File: src/hdl/assert_macros.svh
// Assertion macros shared by the plotter RTL.
// No dependencies; included by files that carry concurrent checks.
`ifndef ASSERT_MACROS_SVH
`define ASSERT_MACROS_SVH

// Same-cycle implication, disabled while reset is asserted.
`define ASSERT_IMP(lbl, clk, rstn, ante, cons, msg) \
  lbl: assert property (@(posedge clk) disable iff (!rstn) (ante) |-> (cons)) \
    else $error(msg);

// Next-cycle implication, disabled while reset is asserted.
`define ASSERT_NXT(lbl, clk, rstn, ante, cons, msg) \
  lbl: assert property (@(posedge clk) disable iff (!rstn) (ante) |=> (cons)) \
    else $error(msg);

`endif

File: src/hdl/nspp_pkg.sv
// Shared types, constants and helper functions of the noise sphere plotter.
// No dependencies; every RTL module imports this package.
package nspp_pkg;

  localparam int SCREEN_MAX_X = 639;
  localparam int SCREEN_MAX_Y = 479;

  localparam logic [9:0] PIX_MAX_X = 10'(SCREEN_MAX_X);
  localparam logic [9:0] PIX_MAX_Y = 10'(SCREEN_MAX_Y);

  // Screen geometry for one view and for three views.
  localparam int SC1_X  = SCREEN_MAX_X / 2;
  localparam int MID1_Y = SCREEN_MAX_Y / 2;
  localparam int SCALE1 = (MID1_Y < SC1_X) ? MID1_Y : SC1_X;
  localparam int SC3_X  = SCREEN_MAX_X / 4;
  localparam int MID3_Y = SCREEN_MAX_Y / 4;
  localparam int SCALE3 = (MID3_Y < SC3_X) ? MID3_Y : SC3_X;

  localparam logic signed [12:0] MID1_A  = 13'(SC1_X);
  localparam logic signed [12:0] MID1_YV = 13'(MID1_Y);
  localparam logic signed [12:0] MID3_A  = 13'(SC3_X);
  localparam logic signed [12:0] MID3_B  = 13'(3 * SC3_X);
  localparam logic signed [12:0] MID3_YV = 13'(MID3_Y);
  localparam logic signed [12:0] MID3_Y3 = 13'(3 * MID3_Y);
  localparam logic signed [12:0] LIM_X   = 13'(SCREEN_MAX_X);
  localparam logic signed [12:0] LIM_Y   = 13'(SCREEN_MAX_Y);
  localparam logic signed [17:0] SCALE1_V = 18'(SCALE1);
  localparam logic signed [17:0] SCALE3_V = 18'(SCALE3);

  // Sine polynomial coefficients (Q16) and phase constants.
  localparam logic [16:0] POLY_A  = 17'd102944;
  localparam logic [16:0] POLY_B  = 17'd42048;
  localparam logic [16:0] POLY_C  = 17'd4640;
  localparam logic [16:0] Z_ONE   = 17'h10000;
  localparam logic [17:0] QUARTER = 18'h10000;
  localparam logic [29:0] ROOT_BIT0 = 30'h1000_0000;

  localparam logic [3:0] TRIG_N   = 4'd10;
  localparam logic [4:0] MAC_LAST = 5'd18;

  typedef enum logic [2:0] {
    CFG_WIDE   = 3'd0,
    CFG_THREE  = 3'd1,
    CFG_STRIDE = 3'd2,
    CFG_KEEP   = 3'd3,
    CFG_TURN_X = 3'd4,
    CFG_TURN_Y = 3'd5,
    CFG_TURN_Z = 3'd6
  } cfg_idx_t;

  typedef enum logic [1:0] {
    VIEW_XY = 2'd0,
    VIEW_YZ = 2'd1,
    VIEW_ZX = 2'd2
  } view_t;

  typedef enum logic [1:0] {
    BK_IDLE,
    BK_TRIG,
    BK_MAC,
    BK_EMIT
  } bk_state_t;

  typedef enum logic [2:0] {
    SN_IDLE,
    SN_SQ,
    SN_C,
    SN_B,
    SN_OUT
  } sn_state_t;

  typedef enum logic [2:0] {
    K_ONE,
    K_FIRST,
    K_ADD,
    K_SUB,
    K_PROJ
  } mac_kind_t;

  typedef enum logic [3:0] {
    D_NONE,
    D_RS,
    D_X,
    D_Y,
    D_Z,
    D_T,
    D_YX,
    D_ZY,
    D_ZX,
    D_PX,
    D_PY,
    D_PZ
  } mac_dest_t;

  typedef struct packed {
    logic              wide;
    logic              three;
    logic [7:0]        stride;
    logic [7:0]        keep;
    logic signed [9:0] tx;
    logic signed [9:0] ty;
    logic signed [9:0] tz;
  } nspp_cfg_t;

  // One plotted point: newest, middle and oldest sample as Q0.16.
  typedef struct packed {
    logic [15:0] n0;
    logic [15:0] n1;
    logic [15:0] n2;
  } nspp_pt_t;

  // Whole degrees to a phase with 2^18 units per turn, rounded.
  // 2^18 = 360 * 728 + 64, so only the small remainder needs a reciprocal.
  function automatic logic [17:0] deg_phase(input logic signed [9:0] d);
    logic signed [10:0] m;
    logic [8:0]         dm;
    logic [14:0]        x;
    logic [30:0]        q;
    logic [17:0]        base;
    if (d >= 10'sd360) begin
      m = 11'(d) - 11'sd360;
    end else if (d < -10'sd360) begin
      m = 11'(d) + 11'sd720;
    end else if (d < 10'sd0) begin
      m = 11'(d) + 11'sd360;
    end else begin
      m = 11'(d);
    end
    dm   = m[8:0];
    x    = {dm, 6'b0} + 15'd180;
    q    = 31'(x) * 31'd46604;
    base = 18'(dm) * 18'd728;
    return base + 18'(q[30:24]);
  endfunction

  // Q15 rounding of a product or sum, half away from zero.
  function automatic logic signed [17:0] round15(input logic signed [36:0] v);
    logic [36:0] mag;
    logic [36:0] rr;
    mag = v[36] ? 37'(-v) : 37'(v);
    rr  = (mag + 37'd16384) >> 15;
    return v[36] ? 18'(-rr) : 18'(rr);
  endfunction

  function automatic logic [9:0] clamp_pix(input logic signed [12:0] v,
                                           input logic signed [12:0] hi);
    if (v < 13'sd0) begin
      return 10'd0;
    end else if (v > hi) begin
      return hi[9:0];
    end
    return v[9:0];
  endfunction

endpackage

File: src/hdl/nspp_fifo.sv
// Two-entry queue of points between the sample front end and the back end.
// Depends on nspp_pkg for the point type.
module nspp_fifo (
  input  logic              clk,
  input  logic              rst_n,
  input  logic              push,
  input  nspp_pkg::nspp_pt_t din,
  output logic              full,
  input  logic              pop,
  output nspp_pkg::nspp_pt_t dout,
  output logic              empty
);
  import nspp_pkg::*;

  nspp_pt_t   mem_r [2];
  logic       wp_r;
  logic       rp_r;
  logic [1:0] cnt_r;

  assign full  = (cnt_r == 2'd2);
  assign empty = (cnt_r == 2'd0);
  assign dout  = mem_r[rp_r];

  always_ff @(posedge clk) begin
    if (!rst_n) begin
      wp_r  <= 1'b0;
      rp_r  <= 1'b0;
      cnt_r <= 2'd0;
    end else begin
      if (push) begin
        wp_r <= ~wp_r;
      end
      if (pop) begin
        rp_r <= ~rp_r;
      end
      if (push && !pop) begin
        cnt_r <= cnt_r + 2'd1;
      end else if (pop && !push) begin
        cnt_r <= cnt_r - 2'd1;
      end
    end
  end

  always_ff @(posedge clk) begin
    if (push) begin
      mem_r[wp_r] <= din;
    end
  end

endmodule

File: src/hdl/nspp_front.sv
// Front end: sample window, stride and keep counters; queues plotted points.
// Depends on nspp_pkg for the configuration and point types.
module nspp_front (
  input  logic               clk,
  input  logic               rst_n,
  input  nspp_pkg::nspp_cfg_t cfg,
  input  logic               in_valid,
  output logic               in_stall,
  input  logic [15:0]        in_sample,
  input  logic               q_full,
  output logic               push,
  output nspp_pkg::nspp_pt_t entry
);
  import nspp_pkg::*;

  logic [15:0] w0_r, w1_r;
  logic [1:0]  fill_r, fill_nxt;
  logic [7:0]  strc_r, strc_nxt;
  logic [7:0]  skip_r, skip_nxt;
  logic [15:0] s_new;
  logic [7:0]  stride;
  logic        form, keep, accept;

  assign in_stall = q_full;
  assign accept   = in_valid && !q_full;

  always_comb begin
    s_new    = cfg.wide ? in_sample : {in_sample[7:0], 8'h00};
    stride   = (cfg.stride == 8'd0) ? 8'd1 : cfg.stride;
    fill_nxt = fill_r;
    strc_nxt = strc_r;
    skip_nxt = skip_r;
    form     = 1'b0;
    keep     = 1'b0;
    if (fill_r != 2'd3) begin
      fill_nxt = fill_r + 2'd1;
      if (fill_nxt == 2'd3) begin
        form     = 1'b1;
        strc_nxt = 8'd0;
      end
    end else begin
      strc_nxt = strc_r + 8'd1;
      // A stride lowered mid-count still fires once the count passes it.
      if (strc_nxt >= stride) begin
        form     = 1'b1;
        strc_nxt = 8'd0;
      end
    end
    if (form) begin
      if (cfg.keep == 8'd0) begin
        keep     = 1'b1;
        skip_nxt = 8'd0;
      end else begin
        keep     = (skip_r == 8'd0);
        skip_nxt = (({1'b0, skip_r} + 9'd1) >= {1'b0, cfg.keep}) ? 8'd0 : skip_r + 8'd1;
      end
    end
  end

  assign push     = accept && form && keep;
  assign entry.n0 = s_new;
  assign entry.n1 = w0_r;
  assign entry.n2 = w1_r;

  always_ff @(posedge clk) begin
    if (!rst_n) begin
      fill_r <= 2'd0;
      strc_r <= 8'd0;
      skip_r <= 8'd0;
    end else if (accept) begin
      fill_r <= fill_nxt;
      strc_r <= strc_nxt;
      skip_r <= skip_nxt;
    end
  end

  always_ff @(posedge clk) begin
    if (accept) begin
      w0_r <= s_new;
      w1_r <= w0_r;
    end
  end

endmodule

File: src/hdl/nspp_root.sv
// Bit-pair square root of a Q0.16 sample scaled by 2^14, one step per cycle.
// Depends on nspp_pkg for the start bit constant.
module nspp_root (
  input  logic        clk,
  input  logic        rst_n,
  input  logic        start,
  input  logic [15:0] value,
  output logic        busy,
  output logic [14:0] root
);
  import nspp_pkg::*;

  logic [29:0] bit_r, rem_r, res_r, trial;

  assign busy  = (bit_r != 30'd0);
  assign trial = res_r + bit_r;
  assign root  = res_r[14:0];

  always_ff @(posedge clk) begin
    if (!rst_n) begin
      bit_r <= 30'd0;
    end else if (start) begin
      bit_r <= ROOT_BIT0;
    end else if (busy) begin
      bit_r <= bit_r >> 2;
    end
  end

  always_ff @(posedge clk) begin
    if (start) begin
      rem_r <= {value, 14'd0};
      res_r <= 30'd0;
    end else if (busy) begin
      if (rem_r >= trial) begin
        rem_r <= rem_r - trial;
        res_r <= (res_r >> 1) + bit_r;
      end else begin
        res_r <= res_r >> 1;
      end
    end
  end

endmodule

File: src/hdl/nspp_sine.sv
// Q15 sine of an 18-bit phase: quarter-wave odd polynomial on one multiplier.
// Depends on nspp_pkg for coefficients and the state type.
module nspp_sine (
  input  logic               clk,
  input  logic               rst_n,
  input  logic               start,
  input  logic [17:0]        phase,
  output logic               busy,
  output logic               done,
  output logic signed [16:0] value
);
  import nspp_pkg::*;

  sn_state_t          st_r, st_nxt;
  logic [1:0]         quad_r;
  logic [16:0]        z_r, z2_r, t_r;
  logic               done_r;
  logic signed [16:0] val_r;
  logic [16:0]        ma, mb, hi;
  logic [33:0]        prod;
  logic [16:0]        s15;

  assign busy  = (st_r != SN_IDLE);
  assign done  = done_r;
  assign value = val_r;

  always_ff @(posedge clk) begin
    if (!rst_n) begin
      st_r   <= SN_IDLE;
      done_r <= 1'b0;
    end else begin
      st_r   <= st_nxt;
      done_r <= (st_r == SN_OUT);
    end
  end

  always_comb begin
    st_nxt = st_r;
    ma     = 17'd0;
    mb     = 17'd0;
    unique case (st_r)
      SN_IDLE: begin
        if (start) st_nxt = SN_SQ;
      end
      SN_SQ: begin
        ma     = z_r;
        mb     = z_r;
        st_nxt = SN_C;
      end
      SN_C: begin
        ma     = POLY_C;
        mb     = z2_r;
        st_nxt = SN_B;
      end
      SN_B: begin
        ma     = t_r;
        mb     = z2_r;
        st_nxt = SN_OUT;
      end
      SN_OUT: begin
        ma     = t_r;
        mb     = z_r;
        st_nxt = SN_IDLE;
      end
      default: st_nxt = SN_IDLE;
    endcase
  end

  assign prod = 34'(ma) * 34'(mb);
  assign hi   = prod[32:16];
  assign s15  = 17'((18'(hi) + 18'd1) >> 1);

  always_ff @(posedge clk) begin
    case (st_r)
      SN_IDLE: begin
        if (start) begin
          quad_r <= phase[17:16];
          // Odd quadrants run the quarter wave backwards.
          z_r    <= phase[16] ? Z_ONE - {1'b0, phase[15:0]} : {1'b0, phase[15:0]};
        end
      end
      SN_SQ:  z2_r  <= hi;
      SN_C:   t_r   <= POLY_B - hi;
      SN_B:   t_r   <= POLY_A - hi;
      SN_OUT: val_r <= quad_r[1] ? -$signed(s15) : $signed(s15);
      default: ;
    endcase
  end

endmodule

File: src/hdl/nspp_back.sv
// Back end: spherical to Cartesian, three rotations and projection on one
// shared multiplier, then pixel emission. Uses nspp_sine and nspp_root.
module nspp_back (
  input  logic               clk,
  input  logic               rst_n,
  input  nspp_pkg::nspp_cfg_t cfg,
  input  logic               q_empty,
  input  nspp_pkg::nspp_pt_t q_dout,
  output logic               pop,
  output logic               out_valid,
  input  logic               out_stall,
  output logic [1:0]         out_view,
  output logic [9:0]         out_pixel_x,
  output logic [9:0]         out_pixel_y,
  output logic               out_last
);
  import nspp_pkg::*;

  bk_state_t          st_r, st_nxt;
  nspp_pt_t           smp_r;
  logic [17:0]        phz_r, phx_r, phy_r;
  logic [3:0]         idx_r;
  logic               pend_r;
  logic signed [16:0] trg_r [10];
  logic [4:0]         step_r;
  logic               ph_r;
  logic signed [35:0] prod_r, acc_r;
  logic signed [17:0] rs_r, x_r, y_r, z_r, t_r;
  logic signed [11:0] pjx_r, pjy_r, pjz_r;
  view_t              vw_r, vw_nxt;
  logic               out_valid_r, out_last_r;
  logic [1:0]         out_view_r;
  logic [9:0]         out_px_r, out_py_r;

  logic               sn_go, sn_busy, sn_done;
  logic signed [16:0] sn_val;
  logic [17:0]        sn_phase;
  logic               rt_busy;
  logic [14:0]        rt_root;
  logic               load_ok, emit_go;
  logic signed [17:0] ma, mb, r_op, scale;
  mac_kind_t          kind;
  mac_dest_t          dest;
  logic signed [36:0] sum_w, pj_sum;
  logic signed [17:0] rnd_w;
  logic signed [11:0] pj_w;
  logic signed [12:0] cx, cy;
  logic [9:0]         pix_x, pix_y;
  logic               pix_last;

  nspp_sine u_sine (
    .clk   (clk),
    .rst_n (rst_n),
    .start (sn_go),
    .phase (sn_phase),
    .busy  (sn_busy),
    .done  (sn_done),
    .value (sn_val)
  );

  nspp_root u_root (
    .clk   (clk),
    .rst_n (rst_n),
    .start (pop),
    .value (q_dout.n0),
    .busy  (rt_busy),
    .root  (rt_root)
  );

  assign load_ok = !out_valid_r || !out_stall;

  always_ff @(posedge clk) begin
    if (!rst_n) begin
      st_r <= BK_IDLE;
    end else begin
      st_r <= st_nxt;
    end
  end

  always_comb begin
    st_nxt  = st_r;
    pop     = 1'b0;
    sn_go   = 1'b0;
    emit_go = 1'b0;
    unique case (st_r)
      BK_IDLE: begin
        if (!q_empty) begin
          pop    = 1'b1;
          st_nxt = BK_TRIG;
        end
      end
      BK_TRIG: begin
        if (!pend_r && !sn_busy && !sn_done && idx_r != TRIG_N) sn_go = 1'b1;
        if (idx_r == TRIG_N && !rt_busy) st_nxt = BK_MAC;
      end
      BK_MAC: begin
        if (ph_r && step_r == MAC_LAST) st_nxt = BK_EMIT;
      end
      BK_EMIT: begin
        if (load_ok) begin
          emit_go = 1'b1;
          if (pix_last) st_nxt = BK_IDLE;
        end
      end
      default: st_nxt = BK_IDLE;
    endcase
  end

  // Trig table order: st, ct, sp, cp, then cos/sin for the z, x, y turns.
  always_comb begin
    case (idx_r)
      4'd0:    sn_phase = {1'b0, smp_r.n1, 1'b0};
      4'd1:    sn_phase = {1'b0, smp_r.n1, 1'b0} + QUARTER;
      4'd2:    sn_phase = {smp_r.n2, 2'b00};
      4'd3:    sn_phase = {smp_r.n2, 2'b00} + QUARTER;
      4'd4:    sn_phase = phz_r + QUARTER;
      4'd5:    sn_phase = phz_r;
      4'd6:    sn_phase = phx_r + QUARTER;
      4'd7:    sn_phase = phx_r;
      4'd8:    sn_phase = phy_r + QUARTER;
      4'd9:    sn_phase = phy_r;
      default: sn_phase = 18'd0;
    endcase
  end

  always_ff @(posedge clk) begin
    if (!rst_n) begin
      pend_r <= 1'b0;
    end else if (sn_go) begin
      pend_r <= 1'b1;
    end else if (sn_done) begin
      pend_r <= 1'b0;
    end
  end

  assign r_op  = 18'($signed({1'b0, rt_root}));
  assign scale = cfg.three ? SCALE3_V : SCALE1_V;

  // Each step multiplies once; two-product steps keep the first in acc_r.
  always_comb begin
    ma   = 18'sd0;
    mb   = 18'sd0;
    kind = K_ONE;
    dest = D_NONE;
    case (step_r)
      5'd0:  begin ma = r_op; mb = 18'(trg_r[2]); dest = D_RS; end
      5'd1:  begin ma = rs_r; mb = 18'(trg_r[1]); dest = D_X;  end
      5'd2:  begin ma = rs_r; mb = 18'(trg_r[0]); dest = D_Y;  end
      5'd3:  begin ma = r_op; mb = 18'(trg_r[3]); dest = D_Z;  end
      5'd4:  begin ma = x_r;  mb = 18'(trg_r[4]); kind = K_FIRST; end
      5'd5:  begin ma = y_r;  mb = 18'(trg_r[5]); kind = K_ADD; dest = D_T;  end
      5'd6:  begin ma = y_r;  mb = 18'(trg_r[4]); kind = K_FIRST; end
      5'd7:  begin ma = x_r;  mb = 18'(trg_r[5]); kind = K_SUB; dest = D_YX; end
      5'd8:  begin ma = y_r;  mb = 18'(trg_r[6]); kind = K_FIRST; end
      5'd9:  begin ma = z_r;  mb = 18'(trg_r[7]); kind = K_ADD; dest = D_T;  end
      5'd10: begin ma = z_r;  mb = 18'(trg_r[6]); kind = K_FIRST; end
      5'd11: begin ma = y_r;  mb = 18'(trg_r[7]); kind = K_SUB; dest = D_ZY; end
      5'd12: begin ma = x_r;  mb = 18'(trg_r[8]); kind = K_FIRST; end
      5'd13: begin ma = z_r;  mb = 18'(trg_r[9]); kind = K_ADD; dest = D_T;  end
      5'd14: begin ma = z_r;  mb = 18'(trg_r[8]); kind = K_FIRST; end
      5'd15: begin ma = x_r;  mb = 18'(trg_r[9]); kind = K_SUB; dest = D_ZX; end
      5'd16: begin ma = scale; mb = x_r; kind = K_PROJ; dest = D_PX; end
      5'd17: begin ma = scale; mb = y_r; kind = K_PROJ; dest = D_PY; end
      5'd18: begin ma = scale; mb = z_r; kind = K_PROJ; dest = D_PZ; end
      default: ;
    endcase
  end

  always_comb begin
    case (kind)
      K_ADD:   sum_w = 37'(acc_r) + 37'(prod_r);
      K_SUB:   sum_w = 37'(acc_r) - 37'(prod_r);
      default: sum_w = 37'(prod_r);
    endcase
  end

  assign rnd_w  = round15(sum_w);
  // Projection rounds toward plus infinity.
  assign pj_sum = (sum_w + 37'sd32767) >>> 15;
  assign pj_w   = pj_sum[11:0];

  always_ff @(posedge clk) begin
    if (pop) begin
      smp_r  <= q_dout;
      phz_r  <= deg_phase(cfg.tz);
      phx_r  <= deg_phase(cfg.tx);
      phy_r  <= deg_phase(cfg.ty);
      idx_r  <= 4'd0;
      step_r <= 5'd0;
      ph_r   <= 1'b0;
      vw_r   <= VIEW_XY;
    end else begin
      if (sn_done) begin
        trg_r[idx_r] <= sn_val;
        idx_r        <= idx_r + 4'd1;
      end
      if (st_r == BK_MAC) begin
        ph_r <= ~ph_r;
        if (!ph_r) begin
          prod_r <= ma * mb;
        end else begin
          step_r <= step_r + 5'd1;
          if (kind == K_FIRST) acc_r <= prod_r;
          case (dest)
            D_RS: rs_r <= rnd_w;
            D_X:  x_r  <= rnd_w;
            D_Y:  y_r  <= rnd_w;
            D_Z:  z_r  <= rnd_w;
            D_T:  t_r  <= rnd_w;
            D_YX: begin y_r <= rnd_w; x_r <= t_r; end
            D_ZY: begin z_r <= rnd_w; y_r <= t_r; end
            D_ZX: begin z_r <= rnd_w; x_r <= t_r; end
            D_PX: pjx_r <= pj_w;
            D_PY: pjy_r <= pj_w;
            D_PZ: pjz_r <= pj_w;
            default: ;
          endcase
        end
      end
      if (emit_go) vw_r <= vw_nxt;
    end
  end

  always_comb begin
    vw_nxt   = vw_r;
    cx       = 13'sd0;
    cy       = 13'sd0;
    pix_last = 1'b1;
    if (!cfg.three) begin
      cx = MID1_A + 13'(pjx_r);
      cy = MID1_YV - 13'(pjy_r);
    end else begin
      case (vw_r)
        VIEW_XY: begin
          cx       = MID3_A + 13'(pjx_r);
          cy       = MID3_YV - 13'(pjy_r);
          pix_last = 1'b0;
          vw_nxt   = VIEW_YZ;
        end
        VIEW_YZ: begin
          cx       = MID3_B + 13'(pjy_r);
          cy       = MID3_YV - 13'(pjz_r);
          pix_last = 1'b0;
          vw_nxt   = VIEW_ZX;
        end
        default: begin
          cx = MID3_A + 13'(pjz_r);
          cy = MID3_Y3 - 13'(pjx_r);
        end
      endcase
    end
    pix_x = clamp_pix(cx, LIM_X);
    pix_y = clamp_pix(cy, LIM_Y);
  end

  always_ff @(posedge clk) begin
    if (!rst_n) begin
      out_valid_r <= 1'b0;
    end else if (emit_go) begin
      out_valid_r <= 1'b1;
    end else if (!out_stall) begin
      out_valid_r <= 1'b0;
    end
  end

  always_ff @(posedge clk) begin
    if (emit_go) begin
      out_view_r <= cfg.three ? vw_r : VIEW_XY;
      out_px_r   <= pix_x;
      out_py_r   <= pix_y;
      out_last_r <= pix_last;
    end
  end

  assign out_valid   = out_valid_r;
  assign out_view    = out_view_r;
  assign out_pixel_x = out_px_r;
  assign out_pixel_y = out_py_r;
  assign out_last    = out_last_r;

endmodule

File: src/hdl/noise_sphere_pixel_plotter_unit.sv
// A sample that forms a plotted point pushes it into the two-entry point
// queue; the back end pops it and runs ten sine evaluations, then 19
// multiply steps on the shared back-end multiplier, then one pixel a cycle
// while out_stall is low. It pops the next point only after the last pixel
// of the one before; samples are accepted whenever the queue has room.
// Reset (synchronous, active low) clears counters, queue and control state.
`include "assert_macros.svh"

module noise_sphere_pixel_plotter_unit (
  input  logic        clk,
  input  logic        rst_n,
  input  logic        in_valid,
  output logic        in_stall,
  input  logic [15:0] in_sample,
  output logic        out_valid,
  input  logic        out_stall,
  output logic [1:0]  out_view,
  output logic [9:0]  out_pixel_x,
  output logic [9:0]  out_pixel_y,
  output logic        out_last,
  input  logic        cfg_we,
  input  logic [2:0]  cfg_index,
  input  logic [9:0]  cfg_wdata
);
  import nspp_pkg::*;

  nspp_cfg_t cfg_r;
  nspp_pt_t  q_din, q_dout;
  logic      q_push, q_pop, q_full, q_empty;

  always_ff @(posedge clk) begin
    if (!rst_n) begin
      cfg_r.wide   <= 1'b0;
      cfg_r.three  <= 1'b0;
      cfg_r.stride <= 8'd1;
      cfg_r.keep   <= 8'd0;
      cfg_r.tx     <= 10'sd0;
      cfg_r.ty     <= 10'sd0;
      cfg_r.tz     <= 10'sd0;
    end else if (cfg_we) begin
      unique case (cfg_index)
        CFG_WIDE:   cfg_r.wide   <= cfg_wdata[0];
        CFG_THREE:  cfg_r.three  <= cfg_wdata[0];
        CFG_STRIDE: cfg_r.stride <= cfg_wdata[7:0];
        CFG_KEEP:   cfg_r.keep   <= cfg_wdata[7:0];
        CFG_TURN_X: cfg_r.tx     <= cfg_wdata;
        CFG_TURN_Y: cfg_r.ty     <= cfg_wdata;
        CFG_TURN_Z: cfg_r.tz     <= cfg_wdata;
        default: ;
      endcase
    end
  end

  nspp_front u_front (
    .clk       (clk),
    .rst_n     (rst_n),
    .cfg       (cfg_r),
    .in_valid  (in_valid),
    .in_stall  (in_stall),
    .in_sample (in_sample),
    .q_full    (q_full),
    .push      (q_push),
    .entry     (q_din)
  );

  nspp_fifo u_fifo (
    .clk   (clk),
    .rst_n (rst_n),
    .push  (q_push),
    .din   (q_din),
    .full  (q_full),
    .pop   (q_pop),
    .dout  (q_dout),
    .empty (q_empty)
  );

  nspp_back u_back (
    .clk         (clk),
    .rst_n       (rst_n),
    .cfg         (cfg_r),
    .q_empty     (q_empty),
    .q_dout      (q_dout),
    .pop         (q_pop),
    .out_valid   (out_valid),
    .out_stall   (out_stall),
    .out_view    (out_view),
    .out_pixel_x (out_pixel_x),
    .out_pixel_y (out_pixel_y),
    .out_last    (out_last)
  );

  `ASSERT_IMP(a_pix_x_range, clk, rst_n, out_valid, out_pixel_x <= PIX_MAX_X, "column off screen")
  `ASSERT_IMP(a_pix_y_range, clk, rst_n, out_valid, out_pixel_y <= PIX_MAX_Y, "row off screen")
  `ASSERT_IMP(a_zx_is_last, clk, rst_n, out_valid && out_view == VIEW_ZX, out_last, "zx not last")
  `ASSERT_NXT(a_burst_cont, clk, rst_n, out_valid && !out_last, out_valid, "pixel burst broken")

endmodule
File: config.mk
export PLATFORM = sky130hd
export DESIGN_NAME = noise_sphere_pixel_plotter_unit
export DESIGN_NICKNAME = d
export VERILOG_FILES = /design/src/hdl/nspp_pkg.sv /design/src/hdl/nspp_fifo.sv /design/src/hdl/nspp_front.sv /design/src/hdl/nspp_root.sv /design/src/hdl/nspp_sine.sv /design/src/hdl/nspp_back.sv /design/src/hdl/noise_sphere_pixel_plotter_unit.sv
export VERILOG_INCLUDE_DIRS = /design/src /design/src/hdl
export SDC_FILE = /design/constraint.sdc
export NUM_CORES = 2
export LEC_CHECK = 0
export BUFFER_PORTS_ARGS = -buffer_cell sky130_fd_sc_hd__buf_2
export CAP_MARGIN = 20
export CELL_PAD_IN_SITES_DETAIL_PLACEMENT = 1
export CELL_PAD_IN_SITES_GLOBAL_PLACEMENT = 1
export CORE_MARGIN = 2
export CORE_UTILIZATION = 45
export DETAILED_ROUTE_END_ITERATION = 7
export GPL_ROUTABILITY_DRIVEN = 0
export PLACE_DENSITY_LB_ADDON = 0.1
export SLEW_MARGIN = 0
export SYNTH_ARGS = -nofsm -noshare
export SYNTH_HDL_FRONTEND = slang
export SYNTH_SLANG_ARGS = --single-unit
File: constraint.sdc
create_clock -name clk -period 10.1 [get_ports clk]
set_input_delay 2.525 -clock clk [delete_from_list [all_inputs] [get_ports clk]]
set_output_delay 2.525 -clock clk [all_outputs]
set_load 0.005 [all_outputs]
# After elaboration in Yosys (flattened, before gate mapping)

Memories as Yosys holds them, arrays and structs flattened. A register that Yosys moved wholly into a read port is not among the register bits.
Cells that the tools add are included.
Widths: inputs -> output; s select.

Bits in registers: 574
RAM bits: 266
Word-level logic and storage cells: 382
Memories: 2

$add $sub $neg: 50
Multiply operators: 8
Order comparisons: 16
Equality and inequality tests: 68
Multiplexer cells: 90
Bitwise gates (word level): 5
Reduce and logical (&&, ||, !) cells: 89

Memories:

| name         | words | width | read ports | clocked after memory_dff | write ports | RTL line        | RTL |
|---|---|---|---|---|---|---|---|
| u_back.trg_r | 10    | 17    | 10         | 0                        | 1           | nspp_back.sv:24 | `logic signed [16:0] trg_r [10];` |
| u_fifo.mem_r | 2     | 48    | 1          | 1                        | 1           | nspp_fifo.sv:15 | `nspp_pt_t mem_r [2];` |

Operators with widths:

| cell                   | count |
|---|---|
| $pmux 18 s13           | 1 |
| $pmux 18 s10           | 1 |
| $mux 30                | 4 |
| $mux 9                 | 12 |
| $pmux 18 s6            | 1 |
| $mul 15x14->29 const B | 3 |
| $pmux 37 s2            | 1 |
| $add 18x17->18 const B | 4 |
| $pmux 18 s2            | 2 |
| $pmux 17 s2            | 2 |
| $mux 10                | 6 |
| $mux 29                | 2 |
| $mux 8                 | 7 |
| $add 18x7->18          | 3 |
| $add 9x9->9 const B    | 6 |
| $pmux 13 s2            | 2 |
| $pmux 17 s3            | 1 |
| $add 15x8->15 const B  | 3 |
| $mul 9x7->15 const B   | 3 |
| $pmux 4 s11            | 1 |
| $eq 5x4->1 const B     | 8 |
| $add 36x36->37         | 1 |
| $sub 36x36->37         | 1 |
| $mul 18x18->36         | 1 |
| 82 further kinds       | 250 |

# Depth between registers and ports, before layout

Depth in word-level cells: 11
Mapped depth: 44
Mapped depth without buffers: 44

# Modules after synthesis

From an unflattened synthesis, not the netlist that was laid out.

Cell total of the unflattened synthesis: 7783
Area total of the unflattened synthesis: 78053.6 um^2

Modules (own cells, without submodules):

| module                          | times used | cells an instance | area an instance (um^2) | seq. area each (um^2) |
|---|---|---|---|---|
| nspp_back                       | 1          | 4888              | 49810.3                 | 14644.0 |
| nspp_sine                       | 1          | 1525              | 13744.4                 | 2152.1 |
| nspp_root                       | 1          | 800               | 6439.9                  | 1661.6 |
| nspp_fifo                       | 1          | 171               | 3682.3                  | 2982.9 |
| nspp_front                      | 1          | 225               | 2565.0                  | 1321.3 |
| noise_sphere_pixel_plotter_unit | 1          | 174               | 1811.7                  | 960.9 |

# Worst setup path after synthesis

OpenSTA, ideal clock, no wires.

Path kind: flip-flop to flip-flop
From: register u_back.step_r[2]
To: register u_back.y_r[12], data pin
Data arrival time: 9.283 ns
Required time: 9.840 ns
Slack: 0.557 ns
Cell stages (with the launch flop): 40
Clock period less this slack: 9.543 ns
Path through: dfxtp_1 clkbuf_1 clkbuf_1 and3_1 ha_1 nor2_1 a222oi_1 buf_2 buf_1 clkbuf_1 o21ai_0 clkbuf_1 o21ai_0 xor2_1 ha_1 clkbuf_1 and3_1 nand2_1 [... 4 more ...] nand4_2 a41oi_1 clkbuf_1 clkbuf_1 clkbuf_1 buf_1 nand2_1 xnor2_1 ha_1 inv_1 a2111o_1 o211ai_2 xor2_1 nand4b_1 or3_1 a2111o_1 xnor2_2 mux2_2

Longest elaborated chain between the ends: 11
Elaborated cells between the ends (all ways): 38
Those cells by class: add/sub: 3; eq/ne: 23; mux: 6; reduce/logical: 6

RTL lines:

| item                                                         | RTL line         | RTL |
|---|---|---|
| from (decl)                                                  | nspp_back.sv:25  | `logic [4:0] step_r;` |
| from (signal assigned)                                       | nspp_back.sv:202 | `step_r <= step_r + 5'd1;` |
| $eq 5x3->1 (tied with other cells)                           | nspp_back.sv:145 | `case (step_r)` |
| $reduce_or 6->1 (no line) or $reduce_or 3->1 (tied branches) | -                |  |
| $pmux 3 s4 (*)                                               | nspp_back.sv:145 |  |
| $eq 3x2->1                                                   | nspp_back.sv:170 | `case (kind)` |
| $pmux 37 s2 (*)                                              | nspp_back.sv:170 |  |
| $neg 33->33                                                  | nspp_pkg.sv:140  | `mag = v[36] ? 37'(-v) : 37'(v);` |
| $mux 33                                                      | nspp_pkg.sv:140  |  |
| $add 33x15->33                                               | nspp_pkg.sv:141  | `rr = (mag + 37'd16384) >> 15;` |
| $neg 18->18                                                  | nspp_pkg.sv:142  | `return v[36] ? 18'(-rr) : 18'(rr);` |
| $mux 18 (*)                                                  | nspp_pkg.sv:142  |  |
| net u_back.rnd_w[12]                                         | nspp_back.sv:45  | `logic signed [17:0] rnd_w;` |
| $pmux 18 s2 (*)                                              | nspp_back.sv:204 | `case (dest)` |
| to (signal assigned)                                         | nspp_back.sv:207 | `D_Y: y_r <= rnd_w;` |
| to (signal assigned)                                         | nspp_back.sv:210 | `D_YX: begin y_r <= rnd_w; x_r <= t_r; end` |
| to (signal assigned)                                         | nspp_back.sv:211 | `D_ZY: begin z_r <= rnd_w; y_r <= t_r; end` |
| to (decl)                                                    | nspp_back.sv:28  | `logic signed [17:0] rs_r, x_r, y_r, z_r, t_r;` |

Mark *: on every way through the listed nets, which the timed path passes. The rest lies on a longest branch.
A chain may end at the register's enable or synchronous reset.

# Final worst setup path

From: register u_back.step_r[0]
To: register u_back.y_r[12], data pin

The elaborated chain is that of the path after synthesis.

==> results.md <==
- Cell area after technology mapping: 0.0762 mm2
- DRC: 0
- Number of fill cells: ~18000
- Average wire per standard cell: 22.7 um
- Warning count from the yosys run: 0
- Library cell contributing the largest single delay on the critical path: a222oi_1
- Number of primary I/O pins: slightly below 60
- Per-instance average area after synthesis: 9.96 um2
- Most heavily used metal layer in global routing: met2
- Worst-path clk slew: 0.06 ns
- Origin of the critical flop-to-flop path: u_back.step_r[0]$_SDFFE_PP0P_
- Height of the die: just over 400 um
- Global-route total usage across every layer: 26.5%
- Maximum level of the CTS H-tree: 3
- Wire length of the first global-routing pass: 358 mm
- Remaining antenna violation count: 0
- Status: completed
- Combined flip-flop and latch cell area: roughly 0.024 mm2
- Die Span X: 415 um
- Die ar.: about 0.17 mm2
- Insertion delay to the later sink of the worst-skew pair: 0.74 ns
- Share of cells above drive strength 1: 8.33%
- Initial standard-cell utilization of the core: 45.4%
- Most frequently used flop master after synthesis: edfxtp_1
- Half-perimeter wire length after placement: roughly 180 mm
- GRT met1 Usage: a little over a third
- Part of the Yosys area used for sequential elements: 31.1%
- Top cell family by delay on the critical path: compound AO/OA/AOI/OAI gates
- Pin count of the biggest net entering global routing: 59
- Worst Clk Skew: 0.0714 ns
- Nets: 9237
- Post-detailed-routing wire length: 229 mm
- Flip-flop and latch count after synthesis: 840
- Met2 Track Usage GR: a little under half
- Initial DRC Count: 3669
- Reported max-cap violation count: 0
- Worst Setup Path Type: flop to flop
- Total clock buffers created by CTS: 94
- Startpoint of the tightest hold check path: u_front.w1_r[4]$_DFFE_PP_
- Worst Max-Slew Pin Slew: around 1.3 ns
- Initial antenna violation count: 2
- Distinct cells, synth: just over 100
- Data arrival time of the critical path: 10.02 ns
- Worst Hold Margin: 0.433 ns
- Delay contributed by the slowest stage of the critical path: between 0.6 and 0.7 ns
- Layout Area Growth over Synthesis: 9.97%
- Vias: 57000
- Proportion of register bits with asynchronous set or reset after synthesis: 0%
- Post-synth net total: 9101
- Final Max Tran Viols: 0
- Count of buffer and inverter cells on the critical path: 3
- Fraction of met3 tracks used by global routing: roughly 2.5%
- Clock tree from TritonCTS: built
- CP startpoint: u_back.step_r[0]$_SDFFE_PP0P_
- Number of global-route vias before repair: 61500
- Clock tree buffer depth: 3
- TritonRoute pass-1 iters: 5
- Overall overflow remaining after global route: 0
- Setup-failing EPs final: 0
- Required arrival time at the worst endpoint: 10.52 ns
- Count of input and output buffers: 58
- Area of combinational cells with multiple inputs: 0.0475 mm2
- Clock root buffer master: clkbuf_16
- Max Freq: about 0.10 GHz
- Worst Setup Start Kind: flop
- Rows: 150
- Number of standard cells after synthesis: 7643
- TritonCTS Sinks: 840
- Total count of hold-check failures in the final report: 0
- Shortest clock period the worst path allows after layout: roughly 9.6 ns
- Number of flops mapped to enable cells by yosys: just under 700
- Avg Vias per Cell: 5.66
- Worst min-delay path class: flop to flop
- Core Region: around 0.17 mm2
- Share of the clock period used by the worst path: 95.1%
- Headroom to the max-slew limit: around 14%
- Largest fanout of any net on the critical path: 15
- Crit. End Element: flop
==> sequential cells by signal (all words and copies together), names as in the netlist, 30 cells and up, named ones only <==
register	flops
u_back.prod_r	36
u_back.smp_r	32
u_back.u_root.res_r	30
u_back.acc_r	36
u_fifo.mem_r	96
u_back.trg_r	170
u_back.u_root.rem_r	30
cfg_r	48
==> layout make-up <==
| class | instances | share of cell area (%) |
|---|---|---|
| multi-input combinational | 5416 | 56.7 |
| sequential | 840 | 28.3 |
| inverter | 1118 | 5.01 |
| tap | 2204 | 3.29 |
| clock buffer | 114 | 2.96 |
| timing repair buffer | 309 | 2.71 |
| clock inverter | 62 | 0.968 |
| antenna | 1 | 0.00299 |
==> cells by family (layout without fill, tap and decap cells) <==
family	count (synthesis)	in the layout	synth area share, %
AND/OR/NAND/NOR	1997	1997	12.0
adder cells (fa/ha/maj)	1426	1426	30.2
buffers and inverters	1387	1603	6.86
AO/OA/AOI/OAI	1379	1379	12.4
flip-flops	840	840	31.1
XOR/XNOR	472	472	5.45
multiplexers	141	141	1.97
other	1	2	0.00492
==> Yosys cell counts (88+ instances only) <==
| cell | n | area (um2) |
|---|---|---|
| nand2_1 | 805 | 3020 |
| ha_1 | 740 | 9260 |
| nor3_1 | 98 | 490 |
| a22oi_1 | 88 | 661 |
| nand3_1 | 107 | 536 |
| inv_1 | 1116 | 4190 |
| a21o_1 | 101 | 758 |
| fa_1 | 684 | 13700 |
| a21oi_1 | 299 | 1500 |
| edfxtp_1 | 690 | 20700 |
| xnor2_1 | 300 | 2630 |
| o21ai_0 | 223 | 1120 |
| clkbuf_1 | 229 | 860 |
| dfxtp_1 | 150 | 3000 |
| nor2_1 | 501 | 1880 |
| xor2_1 | 170 | 1490 |
==> placed cells by master, fill, tap and decap left out, types with 168 or more instances in the layout <==
cell type  count
xnor2_1      296
edfxtp_1     690
inv_1       1115
ha_1         740
a21oi_1      297
nor2_1       495
buf_4        241
nand2_1      805
o21ai_0      220
fa_1         684
xor2_1       168
==> stage by stage <==
step	worst slack (ns)	setup TNS [ns]	instances	util, %	cell area, um2
after floorplan	0.557	0	7643	-	76200
after global placement	0.382	0	9870	47.8	80100
after detailed placement	0.227	0	9873	47.8	80200
after CTS	0.134	0	10000	49.8	83500
after global routing	-0.0170	-0.0195	10100	50.0	83800
final	0.494	0	10100	50.0	83800
==> per-layer routing <==
layer / part of all wire, % / wire [um] / up-vias
li1: - / - / 26300
met1: 44 / 100000 / 29200
met2: 49 / 113000 / 1157
met3: 4.1 / 9310 / 280
met4: 2.6 / 5950 / 0
met5: 0 / 0 / -
==> worst reg2reg max path, delay by kind of cell, from the launching register on <==
| family | cells | cell delay [ns] |
|---|---|---|
| DFF | 1 | 0.42 |
| adders and majority gates | 4 | 1.24 |
| xor gates and xnor gates | 4 | 0.77 |
| AOI/OAI and AO/OA | 13 | 4.68 |
| and+or+nand+nor | 6 | 1.19 |
| muxes | 1 | 0.31 |
| buffers and inverters | 3 | 0.66 |
==> worst paths after layout <==
check	cells past startpoint	slack [ns]	end
setup / recovery	31	0.49	u_back.y_r[12]$_DFFE_PP_
hold / removal	0	0.43	u_fifo.mem_r[0][4]$_DFFE_PP_
setup reg to reg	31	0.49	u_back.y_r[12]$_DFFE_PP_
hold reg to reg	0	0.43	u_fifo.mem_r[0][4]$_DFFE_PP_
==> repair_timing <==
item,CTS,global route
endpoints found under the setup margin,0,26
hold endpoints to repair,0,0
gates resized for setup,0,31
buffers inserted,0,8
hold buffers,0,0
Power is left out: the tool's default activity adds up to more than one toggle a clock period on the data nets, which glitch-free logic cannot reach.
